[config.mk]
export PLATFORM = sky130hd
export DESIGN_NAME = soil_moisture_average_to_percent_core
export DESIGN_NICKNAME = d
export VERILOG_FILES = /design/src/design/smap_pkg.sv /design/src/design/soil_moisture_average_to_percent_core.sv /design/src/design/smap_div.sv /design/src/design/smap_ctrl.sv /design/src/design/smap_dp.sv
export VERILOG_INCLUDE_DIRS = /design/src /design/src/design
export SDC_FILE = /design/constraint.sdc
export NUM_CORES = 1
export LEC_CHECK = 0
export ABC_AREA = 1
export BUFFER_PORTS_ARGS = -buffer_cell sky130_fd_sc_hd__buf_2
export CORE_MARGIN = 2
export CORE_UTILIZATION = 28
export DETAILED_ROUTE_END_ITERATION = 8
export RECOVER_POWER = 50
export SLEW_MARGIN = 15
export SYNTH_ARGS = -nofsm -noshare
export SYNTH_HDL_FRONTEND = slang
export SYNTH_SLANG_ARGS = --single-unit
[constraint.sdc]
create_clock -name clk -period 4.6 [get_ports clk]
set_input_delay 1.38 -clock clk [delete_from_list [all_inputs] [get_ports clk]]
set_output_delay 1.38 -clock clk [all_outputs]
set_load 0.02 [all_outputs]
[src/design/soil_moisture_average_to_percent_core_macros.svh]
// ----------------------------------------------------------------------------
// soil moisture average core assertion macros
// implication and next-cycle assertion wrappers, empty for synthesis
// ----------------------------------------------------------------------------
`ifndef SOIL_MOISTURE_AVERAGE_TO_PERCENT_CORE_MACROS_SVH
`define SOIL_MOISTURE_AVERAGE_TO_PERCENT_CORE_MACROS_SVH

`ifndef SYNTHESIS
`define SMAP_ASSERT_IMP(label, clk, rst_n, ante, cons) \
    label: assert property (@(posedge clk) disable iff (!rst_n) (ante) |-> (cons)) \
        else $error("smap assertion failed");
`define SMAP_ASSERT_NEXT(label, clk, rst_n, ante, cons) \
    label: assert property (@(posedge clk) disable iff (!rst_n) (ante) |=> (cons)) \
        else $error("smap assertion failed");
`else
`define SMAP_ASSERT_IMP(label, clk, rst_n, ante, cons)
`define SMAP_ASSERT_NEXT(label, clk, rst_n, ante, cons)
`endif

`endif

[src/design/smap_pkg.sv]
// ----------------------------------------------------------------------------
// smap_pkg
// shared types and constants of the soil moisture average core
// ----------------------------------------------------------------------------
package smap_pkg;

    localparam int CFG_INDEX_BITS = 2;
    localparam int BLOCK_BITS     = 8;
    localparam int PCT_BITS       = 7;
    localparam int PCT_SCALE      = 100;

    localparam int DRY_RESET_VALUE   = 3200;
    localparam int WET_RESET_VALUE   = 1500;
    localparam int BLOCK_RESET_VALUE = 20;

    localparam logic [CFG_INDEX_BITS-1:0] REG_DRY_LEVEL    = 2'd0;
    localparam logic [CFG_INDEX_BITS-1:0] REG_WET_LEVEL    = 2'd1;
    localparam logic [CFG_INDEX_BITS-1:0] REG_BLOCK_LENGTH = 2'd2;

    typedef enum logic [2:0] {
        ST_IDLE,
        ST_MEAN_START,
        ST_MEAN_WAIT,
        ST_PCT_PREP,
        ST_PCT_START,
        ST_PCT_WAIT,
        ST_EMIT
    } state_t;

    typedef struct packed {
        logic accumulate;
        logic mean_start;
        logic latch_mean;
        logic prep_pct;
        logic pct_start;
        logic latch_pct;
        logic load_out;
    } cmd_t;

    typedef struct packed {
        logic block_done;
        logic div_done;
        logic out_free;
    } status_t;

endpackage

[src/design/soil_moisture_average_to_percent_core.sv]
// ----------------------------------------------------------------------------
// soil_moisture_average_to_percent_core
// block average of sensor samples mapped linearly to calibrated percent
//
// channel   direction  handshake              payload
// cfg       in         cfg_write              cfg_index, cfg_data
// in        in         in_valid / in_ready    sample
// out       out        out_valid / out_ready  average_raw, moisture_percent,
//                                             calibration_error
//
// samples that do not close a block are accepted while in_ready stays high in idle
// after a closing sample in_ready stays low until the result is loaded, while the
// shared bit-serial divider runs twice (mean, then percent)
// the output register holds a result while the next block accumulates
// asynchronous active-low reset restores the default levels and clears the sum
// ----------------------------------------------------------------------------
module soil_moisture_average_to_percent_core #(
    parameter int SAMPLE_BITS = 12
) (
    input  logic                                clk,
    input  logic                                rst_n,
    input  logic                                cfg_write,
    input  logic [smap_pkg::CFG_INDEX_BITS-1:0] cfg_index,
    input  logic [SAMPLE_BITS-1:0]              cfg_data,
    input  logic                                in_valid,
    output logic                                in_ready,
    input  logic [SAMPLE_BITS-1:0]              sample,
    output logic                                out_valid,
    input  logic                                out_ready,
    output logic [SAMPLE_BITS-1:0]              average_raw,
    output logic [smap_pkg::PCT_BITS-1:0]       moisture_percent,
    output logic                                calibration_error
);

    smap_pkg::cmd_t    cmd;
    smap_pkg::status_t status;

    smap_ctrl u_ctrl (
        .clk      (clk),
        .rst_n    (rst_n),
        .in_valid (in_valid),
        .in_ready (in_ready),
        .status   (status),
        .cmd      (cmd)
    );

    smap_dp #(
        .SAMPLE_BITS (SAMPLE_BITS)
    ) u_dp (
        .clk               (clk),
        .rst_n             (rst_n),
        .cfg_write         (cfg_write),
        .cfg_index         (cfg_index),
        .cfg_data          (cfg_data),
        .sample            (sample),
        .out_ready         (out_ready),
        .out_valid         (out_valid),
        .average_raw       (average_raw),
        .moisture_percent  (moisture_percent),
        .calibration_error (calibration_error),
        .cmd               (cmd),
        .status            (status)
    );

endmodule

[src/design/smap_div.sv]
// ----------------------------------------------------------------------------
// smap_div
// restoring divider, one quotient bit per cycle
// ----------------------------------------------------------------------------
module smap_div #(
    parameter int DIVIDEND_BITS = 20,
    parameter int DIVISOR_BITS  = 12
) (
    input  logic                     clk,
    input  logic                     rst_n,
    input  logic                     start,
    input  logic [DIVIDEND_BITS-1:0] dividend,
    input  logic [DIVISOR_BITS-1:0]  divisor,
    output logic                     done,
    output logic [DIVIDEND_BITS-1:0] quotient
);

    localparam int CNT_BITS = $clog2(DIVIDEND_BITS + 1);

    logic [DIVIDEND_BITS-1:0] quo_reg, quo_next;
    logic [DIVISOR_BITS-1:0]  rem_reg, rem_next;
    logic [DIVISOR_BITS-1:0]  den_reg, den_next;
    logic [CNT_BITS-1:0]      cnt_reg, cnt_next;
    logic                     busy_reg, busy_next;
    logic                     done_reg, done_next;
    logic [DIVISOR_BITS:0]    rem_shift;
    logic                     fits;

    always_comb
    begin
        rem_shift = {rem_reg, quo_reg[DIVIDEND_BITS-1]};
        fits      = rem_shift >= {1'b0, den_reg};
        quo_next  = quo_reg;
        rem_next  = rem_reg;
        den_next  = den_reg;
        cnt_next  = cnt_reg;
        busy_next = busy_reg;
        done_next = 1'b0;
        if (start)
        begin
            quo_next  = dividend;
            rem_next  = '0;
            den_next  = divisor;
            cnt_next  = CNT_BITS'(DIVIDEND_BITS);
            busy_next = 1'b1;
        end
        else if (busy_reg)
        begin
            quo_next = {quo_reg[DIVIDEND_BITS-2:0], fits};
            if (fits)
            begin
                rem_next = DIVISOR_BITS'(rem_shift - {1'b0, den_reg});
            end
            else
            begin
                rem_next = rem_shift[DIVISOR_BITS-1:0];
            end
            cnt_next = cnt_reg - 1'b1;
            if (cnt_reg == CNT_BITS'(1))
            begin
                busy_next = 1'b0;
                done_next = 1'b1;
            end
        end
    end

    always_ff @(posedge clk or negedge rst_n)
    begin
        if (!rst_n)
        begin
            busy_reg <= 1'b0;
            done_reg <= 1'b0;
            cnt_reg  <= '0;
        end
        else
        begin
            busy_reg <= busy_next;
            done_reg <= done_next;
            cnt_reg  <= cnt_next;
        end
    end

    always_ff @(posedge clk)
    begin
        quo_reg <= quo_next;
        rem_reg <= rem_next;
        den_reg <= den_next;
    end

    assign done     = done_reg;
    assign quotient = quo_reg;

endmodule

[src/design/smap_ctrl.sv]
// ----------------------------------------------------------------------------
// smap_ctrl
// sequencing state machine: accumulate, mean division, percent division, emit
// ----------------------------------------------------------------------------
module smap_ctrl (
    input  logic              clk,
    input  logic              rst_n,
    input  logic              in_valid,
    output logic              in_ready,
    input  smap_pkg::status_t status,
    output smap_pkg::cmd_t    cmd
);

    smap_pkg::state_t state_reg, state_next;

    always_ff @(posedge clk or negedge rst_n)
    begin
        if (!rst_n)
        begin
            state_reg <= smap_pkg::ST_IDLE;
        end
        else
        begin
            state_reg <= state_next;
        end
    end

    always_comb
    begin
        state_next = state_reg;
        cmd        = '0;
        in_ready   = 1'b0;
        case (state_reg)
            smap_pkg::ST_IDLE:
            begin
                in_ready = 1'b1;
                if (in_valid)
                begin
                    cmd.accumulate = 1'b1;
                    if (status.block_done)
                    begin
                        state_next = smap_pkg::ST_MEAN_START;
                    end
                end
            end
            smap_pkg::ST_MEAN_START:
            begin
                cmd.mean_start = 1'b1;
                state_next     = smap_pkg::ST_MEAN_WAIT;
            end
            smap_pkg::ST_MEAN_WAIT:
            begin
                if (status.div_done)
                begin
                    cmd.latch_mean = 1'b1;
                    state_next     = smap_pkg::ST_PCT_PREP;
                end
            end
            smap_pkg::ST_PCT_PREP:
            begin
                cmd.prep_pct = 1'b1;
                state_next   = smap_pkg::ST_PCT_START;
            end
            smap_pkg::ST_PCT_START:
            begin
                cmd.pct_start = 1'b1;
                state_next    = smap_pkg::ST_PCT_WAIT;
            end
            smap_pkg::ST_PCT_WAIT:
            begin
                if (status.div_done)
                begin
                    cmd.latch_pct = 1'b1;
                    state_next    = smap_pkg::ST_EMIT;
                end
            end
            smap_pkg::ST_EMIT:
            begin
                if (status.out_free)
                begin
                    cmd.load_out = 1'b1;
                    state_next   = smap_pkg::ST_IDLE;
                end
            end
            default:
            begin
                state_next = smap_pkg::ST_IDLE;
            end
        endcase
    end

endmodule

[src/design/smap_dp.sv]
// ----------------------------------------------------------------------------
// smap_dp
// datapath: settings, accumulator, shared divider, clamp and output register
// ----------------------------------------------------------------------------
`include "soil_moisture_average_to_percent_core_macros.svh"

module smap_dp #(
    parameter int SAMPLE_BITS = 12
) (
    input  logic                                clk,
    input  logic                                rst_n,
    input  logic                                cfg_write,
    input  logic [smap_pkg::CFG_INDEX_BITS-1:0] cfg_index,
    input  logic [SAMPLE_BITS-1:0]              cfg_data,
    input  logic [SAMPLE_BITS-1:0]              sample,
    input  logic                                out_ready,
    output logic                                out_valid,
    output logic [SAMPLE_BITS-1:0]              average_raw,
    output logic [smap_pkg::PCT_BITS-1:0]       moisture_percent,
    output logic                                calibration_error,
    input  smap_pkg::cmd_t                      cmd,
    output smap_pkg::status_t                   status
);

    localparam int SUM_BITS = SAMPLE_BITS + smap_pkg::BLOCK_BITS;
    localparam int BB       = smap_pkg::BLOCK_BITS;
    localparam logic [SAMPLE_BITS-1:0] DRY_RESET = SAMPLE_BITS'(smap_pkg::DRY_RESET_VALUE);
    localparam logic [SAMPLE_BITS-1:0] WET_RESET = SAMPLE_BITS'(smap_pkg::WET_RESET_VALUE);
    localparam logic [BB-1:0]          BLK_RESET = BB'(smap_pkg::BLOCK_RESET_VALUE);

    logic [SAMPLE_BITS-1:0] dry_level_reg, wet_level_reg;
    logic [BB-1:0]          block_length_reg;
    logic [SUM_BITS-1:0]    sample_sum_reg, sample_sum_next;
    logic [BB-1:0]          sample_index_reg, sample_index_next;
    logic [BB-1:0]          index_inc;
    logic [BB-1:0]          block_n;
    logic [SAMPLE_BITS-1:0] mean_reg;
    logic [SAMPLE_BITS-1:0] diff_reg;
    logic [SAMPLE_BITS-1:0] clamped;
    logic [smap_pkg::PCT_BITS-1:0] pct_reg;
    logic                   out_valid_reg;
    logic [SAMPLE_BITS-1:0] average_raw_reg;
    logic [smap_pkg::PCT_BITS-1:0] moisture_percent_reg;
    logic                   calibration_error_reg;
    logic                   cal_bad;
    logic                   div_start;
    logic                   div_done;
    logic [SUM_BITS-1:0]    div_dividend;
    logic [SAMPLE_BITS-1:0] div_divisor;
    logic [SUM_BITS-1:0]    div_quotient;

    // settings
    always_ff @(posedge clk or negedge rst_n)
    begin
        if (!rst_n)
        begin
            dry_level_reg    <= DRY_RESET;
            wet_level_reg    <= WET_RESET;
            block_length_reg <= BLK_RESET;
        end
        else if (cfg_write)
        begin
            case (cfg_index)
                smap_pkg::REG_DRY_LEVEL:    dry_level_reg    <= cfg_data;
                smap_pkg::REG_WET_LEVEL:    wet_level_reg    <= cfg_data;
                smap_pkg::REG_BLOCK_LENGTH: block_length_reg <= cfg_data[BB-1:0];
                default:                    ;
            endcase
        end
    end

    // accumulator
    assign block_n   = (block_length_reg == '0) ? BB'(1) : block_length_reg;
    assign index_inc = sample_index_reg + 1'b1;

    always_comb
    begin
        sample_sum_next   = sample_sum_reg;
        sample_index_next = sample_index_reg;
        if (cmd.accumulate)
        begin
            sample_sum_next   = sample_sum_reg + SUM_BITS'(sample);
            sample_index_next = index_inc;
        end
        else if (cmd.latch_mean)
        begin
            sample_sum_next   = '0;
            sample_index_next = '0;
        end
    end

    always_ff @(posedge clk or negedge rst_n)
    begin
        if (!rst_n)
        begin
            sample_sum_reg   <= '0;
            sample_index_reg <= '0;
        end
        else
        begin
            sample_sum_reg   <= sample_sum_next;
            sample_index_reg <= sample_index_next;
        end
    end

    // shared divider
    assign div_start    = cmd.mean_start | cmd.pct_start;
    assign div_dividend = cmd.pct_start
                        ? SUM_BITS'(diff_reg) * SUM_BITS'(smap_pkg::PCT_SCALE)
                        : sample_sum_reg;
    assign div_divisor  = cmd.pct_start ? (dry_level_reg - wet_level_reg)
                                        : SAMPLE_BITS'(block_n);

    smap_div #(
        .DIVIDEND_BITS (SUM_BITS),
        .DIVISOR_BITS  (SAMPLE_BITS)
    ) u_div (
        .clk      (clk),
        .rst_n    (rst_n),
        .start    (div_start),
        .dividend (div_dividend),
        .divisor  (div_divisor),
        .done     (div_done),
        .quotient (div_quotient)
    );

    // clamp and percent
    assign cal_bad = dry_level_reg <= wet_level_reg;

    always_comb
    begin
        if (mean_reg < wet_level_reg)
        begin
            clamped = wet_level_reg;
        end
        else if (mean_reg > dry_level_reg)
        begin
            clamped = dry_level_reg;
        end
        else
        begin
            clamped = mean_reg;
        end
    end

    always_ff @(posedge clk)
    begin
        if (cmd.latch_mean)
        begin
            mean_reg <= div_quotient[SAMPLE_BITS-1:0];
        end
        if (cmd.prep_pct)
        begin
            diff_reg <= dry_level_reg - clamped;
        end
        if (cmd.latch_pct)
        begin
            pct_reg <= div_quotient[smap_pkg::PCT_BITS-1:0];
        end
        if (cmd.load_out)
        begin
            average_raw_reg       <= mean_reg;
            moisture_percent_reg  <= cal_bad ? '0 : pct_reg;
            calibration_error_reg <= cal_bad;
        end
    end

    // output register
    always_ff @(posedge clk or negedge rst_n)
    begin
        if (!rst_n)
        begin
            out_valid_reg <= 1'b0;
        end
        else if (cmd.load_out)
        begin
            out_valid_reg <= 1'b1;
        end
        else if (out_ready)
        begin
            out_valid_reg <= 1'b0;
        end
    end

    assign status.block_done = (index_inc == '0) || (index_inc >= block_n);
    assign status.div_done   = div_done;
    assign status.out_free   = !out_valid_reg || out_ready;

    assign out_valid         = out_valid_reg;
    assign average_raw       = average_raw_reg;
    assign moisture_percent  = moisture_percent_reg;
    assign calibration_error = calibration_error_reg;

    `SMAP_ASSERT_NEXT(a_block_restart, clk, rst_n, cmd.latch_mean,
        sample_sum_reg == '0 && sample_index_reg == '0)
    `SMAP_ASSERT_IMP(a_load_slot_free, clk, rst_n, cmd.load_out, status.out_free)
    `SMAP_ASSERT_IMP(a_pct_range, clk, rst_n, out_valid_reg,
        moisture_percent_reg <= smap_pkg::PCT_BITS'(smap_pkg::PCT_SCALE))
    `SMAP_ASSERT_IMP(a_error_zero_pct, clk, rst_n, out_valid_reg && calibration_error_reg,
        moisture_percent_reg == '0)

endmodule

=== Yosys cells after proc, flatten, opt, wreduce, memory -nomap -nowiden ===
Cells that the tools add are included.
Widths: inputs -> output; s select.

* Register bits after elaboration: 166
* Input port bits: 31
* Logic and storage cells: 100
* Output and inout port bits: 22

* Add/subtract/negate cells: 6
* Equal/unequal tests: 14
* Reductions and logical operators: 14
* Order comparisons: 5
* Bitwise operators: 1
* $mul: 1
* Muxes and demuxes: 39

{| class="wikitable"
|+ Operators with widths
! kind !! number
|-
| $mux 20 || 5
|-
| $mux 12 || 3
|-
| $sub 12x12->12 || 3
|-
| $mux 8 || 4
|-
| $pmux 3 s7 || 1
|-
| $add 20x12->20 || 1
|-
| $mux 1 || 19
|-
| $mul 12x5->17 const B || 1
|-
| $logic_not 8->1 || 2
|-
| $mux 3 || 5
|-
| $ge 13x12->1 || 1
|-
| $gt 12x12->1 || 1
|-
| $le 12x12->1 || 1
|-
| $lt 12x12->1 || 1
|-
| $mux 5 || 2
|-
| $eq 3x3->1 const B || 3
|-
| $add 8x1->8 const B || 1
|-
| $ge 8x8->1 || 1
|-
| $eq 3x2->1 const B || 2
|-
| $ne 2x2->1 const B || 3
|-
| $reduce_and 2->1 || 3
|-
| $reduce_bool 2->1 || 3
|-
| $eq 5x1->1 const B || 1
|-
| $reduce_and 5->1 || 1
|-
| other kinds (10) || 12
|}

=== Longest topological paths before layout ===
Gate-level depths: netlist of the first run.

* Word-level depth: 7
* Mapped depth: 24
* Depth with buffers taken out: 23

=== Hierarchy ===
Synthesis of the first run repeated with hierarchy kept, for this count alone.

* Cell total of the unflattened synthesis: 1,428
* Area total of the unflattened synthesis: 11,427.2 um2

{| class="wikitable"
|+ By module, submodules not included
! module !! cells each !! area an instance (um2) !! sequential area each (um2) !! times used
|-
| smap_dp || 1,011 || 8,255.4 || 3,072.9 || 1
|-
| smap_div || 369 || 2,900.3 || 1,376.3 || 1
|-
| smap_ctrl || 48 || 271.5 || 75.1 || 1
|}

=== Least setup slack after synthesis of the first run ===
Ideal clock, no wire load.

* Path kind: register -> register
* From: register u_dp.dry_level_reg[11]
* To: register u_dp.diff_reg[9], data pin
* Clock period less this slack: 3,145 ps
* Buffers on the path: 1
* Path slack: 1,455 ps
* Cell stages (with the launch flop): 21
* Library setup time: 259 ps
* Arrival: 2,886 ps
* Data required time: 4,341 ps
* Path through: dfstp_2 > inv_1 > ha_1 > nand2_1 > inv_1 > nand2_1 > inv_1 > nand2_1 > nand3_1 > nand2_1 > buf_2 > nor2_1 > o21ai_1 > o21ai_0 > ha_1 > a21oi_1 > inv_1 > a31oi_1 > o21ai_0 > a21oi_1 > xnor2_1

* Cells in the longest elaborated chain, start to end: 4

{| class="wikitable"
|+ RTL lines
! element !! RTL line !! RTL
|-
| start, declared || smap_dp.sv:31 || <nowiki>logic [SAMPLE_BITS-1:0] dry_level_reg, wet_level_reg;</nowiki>
|-
| start signal, assigned || smap_dp.sv:64 || <nowiki>smap_pkg::REG_DRY_LEVEL: dry_level_reg <= cfg_data;</nowiki>
|-
| $gt 12x12->1 || smap_dp.sv:136 || <nowiki>else if (mean_reg > dry_level_reg)</nowiki>
|-
| $mux 12 || smap_dp.sv:136 ||
|-
| $mux 12 || smap_dp.sv:132 || <nowiki>if (mean_reg < wet_level_reg)</nowiki>
|-
| $sub 12x12->12 || smap_dp.sv:154 || <nowiki>diff_reg <= dry_level_reg - clamped;</nowiki>
|-
| end signal, assigned || smap_dp.sv:154 ||
|-
| end, declared || smap_dp.sv:38 || <nowiki>logic [SAMPLE_BITS-1:0] diff_reg;</nowiki>
|}

Every way passes these cells.
A chain may end at the register's enable or synchronous reset.

=== Worst setup path in the final report of the first run ===
Ends and elaborated chain as after synthesis.

==> metrics.csv, run 1 <==
stage,metric,value,unit
run_status,status,"finished, violations left",
run_status,violations,"max-capacitance violations, max-slew violations",
worst_setup_path,crit_chain,inv_1 > ha_1 > nand2_1 > inv_1 > nand2_1 > inv_1 > nand2_1 > nand3_1 > nand2_1 > nor2_1 > o21ai_0 > o21ai_0 > ha_1 > nand3_1 > nand2_1 > a31oi_1 > o21ai_0 > a21oi_1 > xnor2_1,
pwr,p_sw,2.25,mW
synthesis,ys_types,51,
grt,grt_pass1_vias,8896,
layout,layout.nets,1546,
place,dp.cells,1888,
synthesis,synth_area,11200,um2
synthesis,synth_top_area_share,22.2,%
clock_network,cts_tree,yes,
synthesis,synthArstFlopShare,42.8,%
timing,finalCritPeriodShare,88.0,%
layout,layout-drive-gt1-share,10.5,%
pwr,pwr-share-seq,36.1,%
timing,slew_violations,94,
synthesis,synth_most_common_cell,nand2_1,
hold_path,hold_path_class,flop to flop,
route,drtAntennaViolNets,0,
pwr,leakage,5.89,nW
synthesis,synth_top_cell_by_area,edfxtp_1,
timing,setup_viol,0,
clock_network,cts.sinks,166,
floorplan,io_pins,53,
floorplan,core-area,39600,um2
timing,max_freq,0.247,GHz
pwr,combPwrFrac,37.4,%
hold_path,min_path_cells,2,
worst_setup_path,cp-end-kind,flop,
place,dp_hpwl,23.2,mm
timing,finClkSkew,0.0151,ns
route,drc,0,
floorplan,die_h,204,um
synthesis,ys_ff_latch,166,
grt,grt_max_degree,50,
clock_network,h-tree-depth,4,
clock_network,cts_hold_buf,0,
worst_setup_path,slowest_stage,dfstp_2,
worst_setup_path,worstPathArrival,4.25,ns
grt,grt_pass1_wl,48.1,mm
clock_network,cts_root_buffer,clkbuf_16,
route,wl,29.4,mm
timing,period_minus_slack,4.05,ns
route,post_drt_wl_per_cell,15.3,um
synthesis,synth_edf_count,83,
synthesis,synth_area_leaders,"edfxtp_1 (22%), ha_1 (14%), dfrtp_1 (13%), nand2_1 (9.6%), inv_1 (6.6%)",
synthesis,yosys_warnings,0,
place,gp_congestion,0.905,
synthesis,synth_area_per_cell,8.43,um2
pwr,peakVddDrop,0.283,mV
layout,synthToLayoutAreaGrowth,12.0,%
worst_setup_path,worstPathRequired,4.80,ns
clock_network,numCtsBuffers,17,
floorplan,row_count,73,
floorplan,die_area,41700,um2
synthesis,syn_nets,1497,
job,drv_cap,3,
synthesis,synthFlopType,edfxtp_1,
worst_setup_path,path_max_fanout,13,
synthesis,ys_seq_area_share,40.3,%
pwr,p_sw_share,40.1,%
timing,relSlewSlack,-92.9,%
clock_network,post_cts_resized,0,
clock_network,cts_buffer_depth,2,
worst_setup_path,worst-setup-path-type,flop to flop,
layout,final_cells,1921,
worst_setup_path,cp_slowest_stage_delay,0.57,ns
grt,grt_antenna_before_repair,0,
worst_setup_path,start_kind,flop,
place,io_buffers,52,
timing,fin_tns_setup,0,ns
worst_setup_path,cp_top_family,simple AND/OR/NAND/NOR gates,
floorplan,initial_core_util,28.3,%
synthesis,synth_commonest_cells,"nand2_1 (286), inv_1 (198), ha_1 (122)",
layout,num-fill-cells,4216,
worst_setup_path,cp_common_cell,nand2_1,
pwr,p_int,3.37,mW
layout,multiInputGateArea,5730,um2
worst_setup_path,path_buf_inv,3,
pwr,clkPwrFrac,26.6,%
synthesis,syn_inst,1333,
clock_network,worst_skew_pair.late_latency,0.45,ns
floorplan,die_w,204,um
route,drtPass1Iterations,5,
worst_setup_path,r2r_cells,19,
clock_network,cts_setup_buffers,0,
grt,grt-ovfl-total,0,
timing,grt_setup_unrepaired,false,
worst_setup_path,cp_num_cells,19,
clock_network,clk_pin_slew,0.08,ns
grt,grt_usage,14.7,%
route,vias,9142,
timing,hold_viol,0,
timing,worst_slew_pin_slew,2.89,ns
route,first_iter_violations,746,
route,viasPerCell,4.76,
layout,seqCellArea,4520,um2
pwr,cellPowerDensity,446,nW/um2
==> layer usage <==
layer  wire, um  GRT usage, %  up-vias  share of wire (%)
met3       1240          2.10       36                4.2
li1           -             -     4562                  -
met4        743          5.28        0                2.5
met5          0             0        -                  0
met2      12600          21.9      208                 43
met1      14800          21.6     4336                 50
==> layout make-up <==
cell class,instances,area share (%)
clock inverters,15,1.42
clock buffers,17,3.38
multi-input cells,931,45.5
diodes,1,0.0199
inverters,212,6.38
flip-flops and latches,166,35.9
repair buffers,54,2.12
well taps,525,5.22
==> per-stage QoR <==
step / area (um2) / worst slack (ns) / power, mW / hold WS, ns / util [%]
after global placement: 12000 / 0.766 / 4.10 / 0.464 / 30.4
final: 12600 / 0.553 / 5.62 / 0.477 / 31.8
after global routing: 12600 / 0.178 / 6.04 / 0.503 / 31.8
after CTS: 12600 / 0.626 / 5.65 / 0.479 / 31.9
after detailed placement: 12000 / 0.647 / 4.15 / 0.467 / 30.4
after floorplan: 11200 / 1.46 / 3.63 / 0.427 / -
==> cell usage in the layout (no fill, tap or decap), types with 6 or more instances in the layout <==
cell type / count
nand2_1: 288
inv_1: 199
ha_1: 122
o21ai_0: 99
nor2_1: 90
edfxtp_1: 83
a21oi_1: 74
nand3_1: 62
dfrtp_1: 59
buf_2: 50
o21ai_1: 38
xor2_1: 20
clkbuf_16: 17
o211ai_1: 14
nor3_1: 12
dfstp_2: 12
dfxtp_1: 12
xnor2_1: 11
fa_1: 11
inv_2: 9
o21bai_1: 8
a21o_1: 8
nand2_2: 7
o21ai_2: 7
nand4_1: 6
==> tightest hold or removal path: cells and delay by family (launching register included) <==
family,cells,cell delay (ns)
flip-flops,1,0.33
AND/OR/NAND/NOR,2,0.10
==> power by group through the flow <==
stage	clock network (mW)	logic, mW	registers [mW]
after CTS	1.52	2.10	2.03
after global placement	0	2.05	2.05
after floorplan	0	1.66	1.97
final	1.49	2.10	2.03
after detailed placement	0	2.09	2.06
after global routing	1.58	2.40	2.05
==> path summary, 6_finish.rpt <==
check | startpoint | to | slack (ns)
max | u_dp.dry_level_reg[11] | u_dp.diff_reg[9] | 0.55
min in group asynchronous | rst_n | u_dp.block_length_reg[5] | 1.86
min | u_dp.u_div.rem_reg[11] | u_dp.u_div.rem_reg[11] | 0.48
min reg2reg | u_dp.u_div.rem_reg[11] | u_dp.u_div.rem_reg[11] | 0.48
max in group asynchronous | rst_n | u_dp.dry_level_reg[5] | 0.94
max reg2reg | u_dp.dry_level_reg[11] | u_dp.diff_reg[9] | 0.55
==> kinds of logic (layout without fill, tap and decap cells) <==
group           after synthesis  in the layout  share of synthesized area [%]
simple gates                490            490                           19.0
compound gates              275            275                           14.1
buf+inv                     236            298                           8.33
flops                       166            166                           40.3
fa+ha+maj                   133            133                           15.5
xor+xnor                     33             33                           2.71
other cells                   0              1                              0
Power figures use the tool's default switching activity.
==> run 2, diff against run 1 <==
--- a/config.mk
+++ b/config.mk
@@ -10,6 +10,7 @@
 export BUFFER_PORTS_ARGS = -buffer_cell sky130_fd_sc_hd__buf_2
 export CORE_MARGIN = 2
 export CORE_UTILIZATION = 28
+export CTS_BUF_LIST = sky130_fd_sc_hd__clkbuf_4
 export DETAILED_ROUTE_END_ITERATION = 8
 export RECOVER_POWER = 50
 export SLEW_MARGIN = 15
==> metrics.csv, run 2 (synthesized netlist as in run 1, its figures left out) <==
stage,metric,value,unit,change
run_status,status,"finished, violations left",,unchanged
run_status,violations,"max-capacitance violations, max-slew violations",,unchanged
floorplan,die_h,204,um,unchanged
grt,grt_max_degree,50,,unchanged
pwr,peakVddDrop,0.173,mV,was 0.283 mV
layout,num-fill-cells,4240,,was 4216
floorplan,core-area,39600,um2,unchanged
timing,max_freq,0.248,GHz,was 0.247 GHz
route,wl,29.3,mm,was 29.4 mm
hold_path,hp-start,u_dp.u_div.rem_reg[11],,unchanged
floorplan,die_w,204,um,unchanged
worst_setup_path,path_max_fanout,13,,unchanged
place,dp.cells,1888,,unchanged
timing,slew_violations,94,,unchanged
floorplan,initial_core_util,28.3,%,unchanged
timing,relSlewSlack,-93.1,%,was -92.9%
layout,layout-drive-gt1-share,10.7,%,was 10.5%
grt,grt-ovfl-total,0,,unchanged
floorplan,row_count,73,,unchanged
route,post_drt_wl_per_cell,15.2,um,was 15.3 um
worst_setup_path,start_kind,flop,,unchanged
job,drv_cap,3,,unchanged
clock_network,cts.sinks,166,,unchanged
place,dp_slack,0.647,ns,unchanged
hold_path,hold_path_class,flop to flop,,unchanged
worst_setup_path,r2r_cells,19,,unchanged
route,first_iter_violations,713,,was 746
clock_network,worst_skew_pair.late_latency,0.61,ns,was 0.45 ns
worst_setup_path,ff2ff_setup_slack,0.57,ns,was 0.55 ns
pwr,leakage,5.76,nW,was 5.89 nW
layout,final_cells,1921,,unchanged
timing,grt_setup_unrepaired,false,,unchanged
timing,finalCritPeriodShare,87.5,%,was 88.0%
worst_setup_path,r2r-start,u_dp.dry_level_reg[11],,unchanged
worst_setup_path,worst-setup-path-type,flop to flop,,unchanged
grt,grt_pass1_vias,8865,,was 8896
floorplan,io_pins,53,,unchanged
hold_path,min_path_cells,2,,unchanged
timing,fin_tns_setup,0,ns,unchanged
timing,worst_slack,0.573,ns,was 0.553 ns
timing,setup_viol,0,,unchanged
route,drtAntennaViolNets,0,,unchanged
place,dp_hpwl,23.2,mm,unchanged
worst_setup_path,path_buf_inv,3,,unchanged
place,place_area,12000,um2,unchanged
worst_setup_path,cp_common_cell,nand2_1,,unchanged
clock_network,cts_root_buffer,clkbuf_4,,was clkbuf_16
clock_network,post_cts_resized,0,,unchanged
hold_path,hold_end,u_dp.u_div.rem_reg[11],,unchanged
clock_network,h-tree-depth,4,,unchanged
pwr,total_power,5.07,mW,was 5.62 mW
layout,synthToLayoutAreaGrowth,9.50,%,was 12.0%
layout,mostFrequentLayoutCells,"nand2_1 (287), inv_1 (199), ha_1 (122)",,"was nand2_1 (288), inv_1 (199), ha_1 (122)"
pwr,cellPowerDensity,412,nW/um2,was 446 nW/um2
floorplan,die_area,41700,um2,unchanged
worst_setup_path,cp-end-kind,flop,,unchanged
worst_setup_path,worstPathArrival,4.42,ns,was 4.25 ns
timing,period_minus_slack,4.03,ns,was 4.05 ns
worst_setup_path,worstPathRequired,4.99,ns,was 4.80 ns
worst_setup_path,cp_slowest_stage_delay,0.61,ns,was 0.57 ns
grt,grt_antenna_before_repair,1,,was 0
clock_network,cts_setup_buffers,0,,unchanged
route,drc,0,,unchanged
worst_setup_path,cp_top_family,simple AND/OR/NAND/NOR gates,,unchanged
route,vias,9090,,was 9142
worst_setup_path,crit_chain,inv_1 > ha_1 > nand2_1 > inv_1 > nand2_1 > inv_1 > nand2_1 > nand3_1 > nand2_1 > nor2_1 > o21ai_0 > o21ai_0 > ha_1 > nand3_1 > nand2_1 > a31oi_1 > o21ai_0 > a21oi_1 > xnor2_1,,unchanged
timing,worst_slew_pin_slew,2.90,ns,was 2.89 ns
place,gp_congestion,0.905,,unchanged
grt,grt_pass1_wl,47.9,mm,was 48.1 mm
clock_network,cts_hold_buf,0,,unchanged
timing,hold_slack,0.490,ns,was 0.477 ns
clock_network,cts_buffer_depth,2,,unchanged
layout,stdcell_area,12300,um2,was 12600 um2
clock_network,cts_tree,yes,,unchanged
timing,hold_viol,0,,unchanged
layout,final_common_cell,nand2_1,,unchanged
timing,finClkSkew,0.0297,ns,was 0.0151 ns
clock_network,clk_pin_slew,0.18,ns,was 0.08 ns
layout,layout.nets,1546,,unchanged
place,io_buffers,52,,unchanged
worst_setup_path,worst_r2r_endpoint,u_dp.diff_reg[9],,unchanged
layout,fin_util,31.0,%,was 31.8%
route,viasPerCell,4.73,,was 4.76
worst_setup_path,slowest_stage,dfstp_2,,unchanged
route,drtPass1Iterations,5,,unchanged
clock_network,numCtsBuffers,17,,unchanged
grt,grt_usage,14.7,%,about the same
## run 2: cell counts in the layout (fill, tap and decap cells not counted)
Identical to the previous run, type by type.
## run 2: final cells by class
type / count / area (um2) / share of cell area [%]
antenna: 1 / 2.50 / 0.0203
clock buffer: 17 / 128 / 1.04
clock inverter: 15 / 179 / 1.45
inverter: 212 / 803 / 6.53
multi-input combinational: 931 / 5740 / 46.7
sequential: 166 / 4520 / 36.8
tap: 525 / 657 / 5.34
timing repair buffer: 54 / 267 / 2.17
## run 2: worst max-delay path by stage
stage	from	to	depth (start not counted)
2_1_floorplan	u_dp.dry_level_reg[11]	u_dp.diff_reg[9]	20
6_report	u_dp.dry_level_reg[11]	u_dp.diff_reg[9]	19
5_1_grt	u_dp.dry_level_reg[11]	u_dp.diff_reg[9]	19
4_1_cts	u_dp.dry_level_reg[11]	u_dp.diff_reg[9]	19
3_5_place_dp	u_dp.dry_level_reg[11]	u_dp.diff_reg[9]	19
3_3_place_gp	u_dp.dry_level_reg[11]	u_dp.diff_reg[9]	19
## run 2: routing by layer
| layer | vias to the layer above | GRT usage, % | wire length (um) |
|---|---|---|---|
| li1 | 4555 | - | - |
| met1 | 4320 | 21.5 | 14900 |
| met2 | 181 | 21.7 | 12400 |
| met3 | 34 | 2.39 | 1110 |
| met4 | 0 | 4.99 | 802 |
| met5 | - | 0 | 0 |
## run 2: report_power, final
| part | switching [mW] | internal [mW] | leakage (nW) | total (mW) |
|---|---|---|---|---|
| registers | 0.188 | 1.84 | 1.75 | 2.03 |
| logic | 1.35 | 0.747 | 3.85 | 2.10 |
| clock network | 0.643 | 0.303 | 0.163 | 0.947 |
## run 2: worst reg2reg max path: stages, from the launching register on
cell and delay [ns]:
dfstp_2 0.61, inv_1 0.06, ha_1 0.29, nand2_1 0.10, inv_1 0.04, nand2_1 0.07, inv_1 0.05, nand2_1 0.06
nand3_1 0.30, nand2_1 0.52, nor2_1 0.07, o21ai_0 0.17, o21ai_0 0.11, ha_1 0.40, nand3_1 0.10, nand2_1 0.15
a31oi_1 0.13, o21ai_0 0.32, a21oi_1 0.14, xnor2_1 0.15
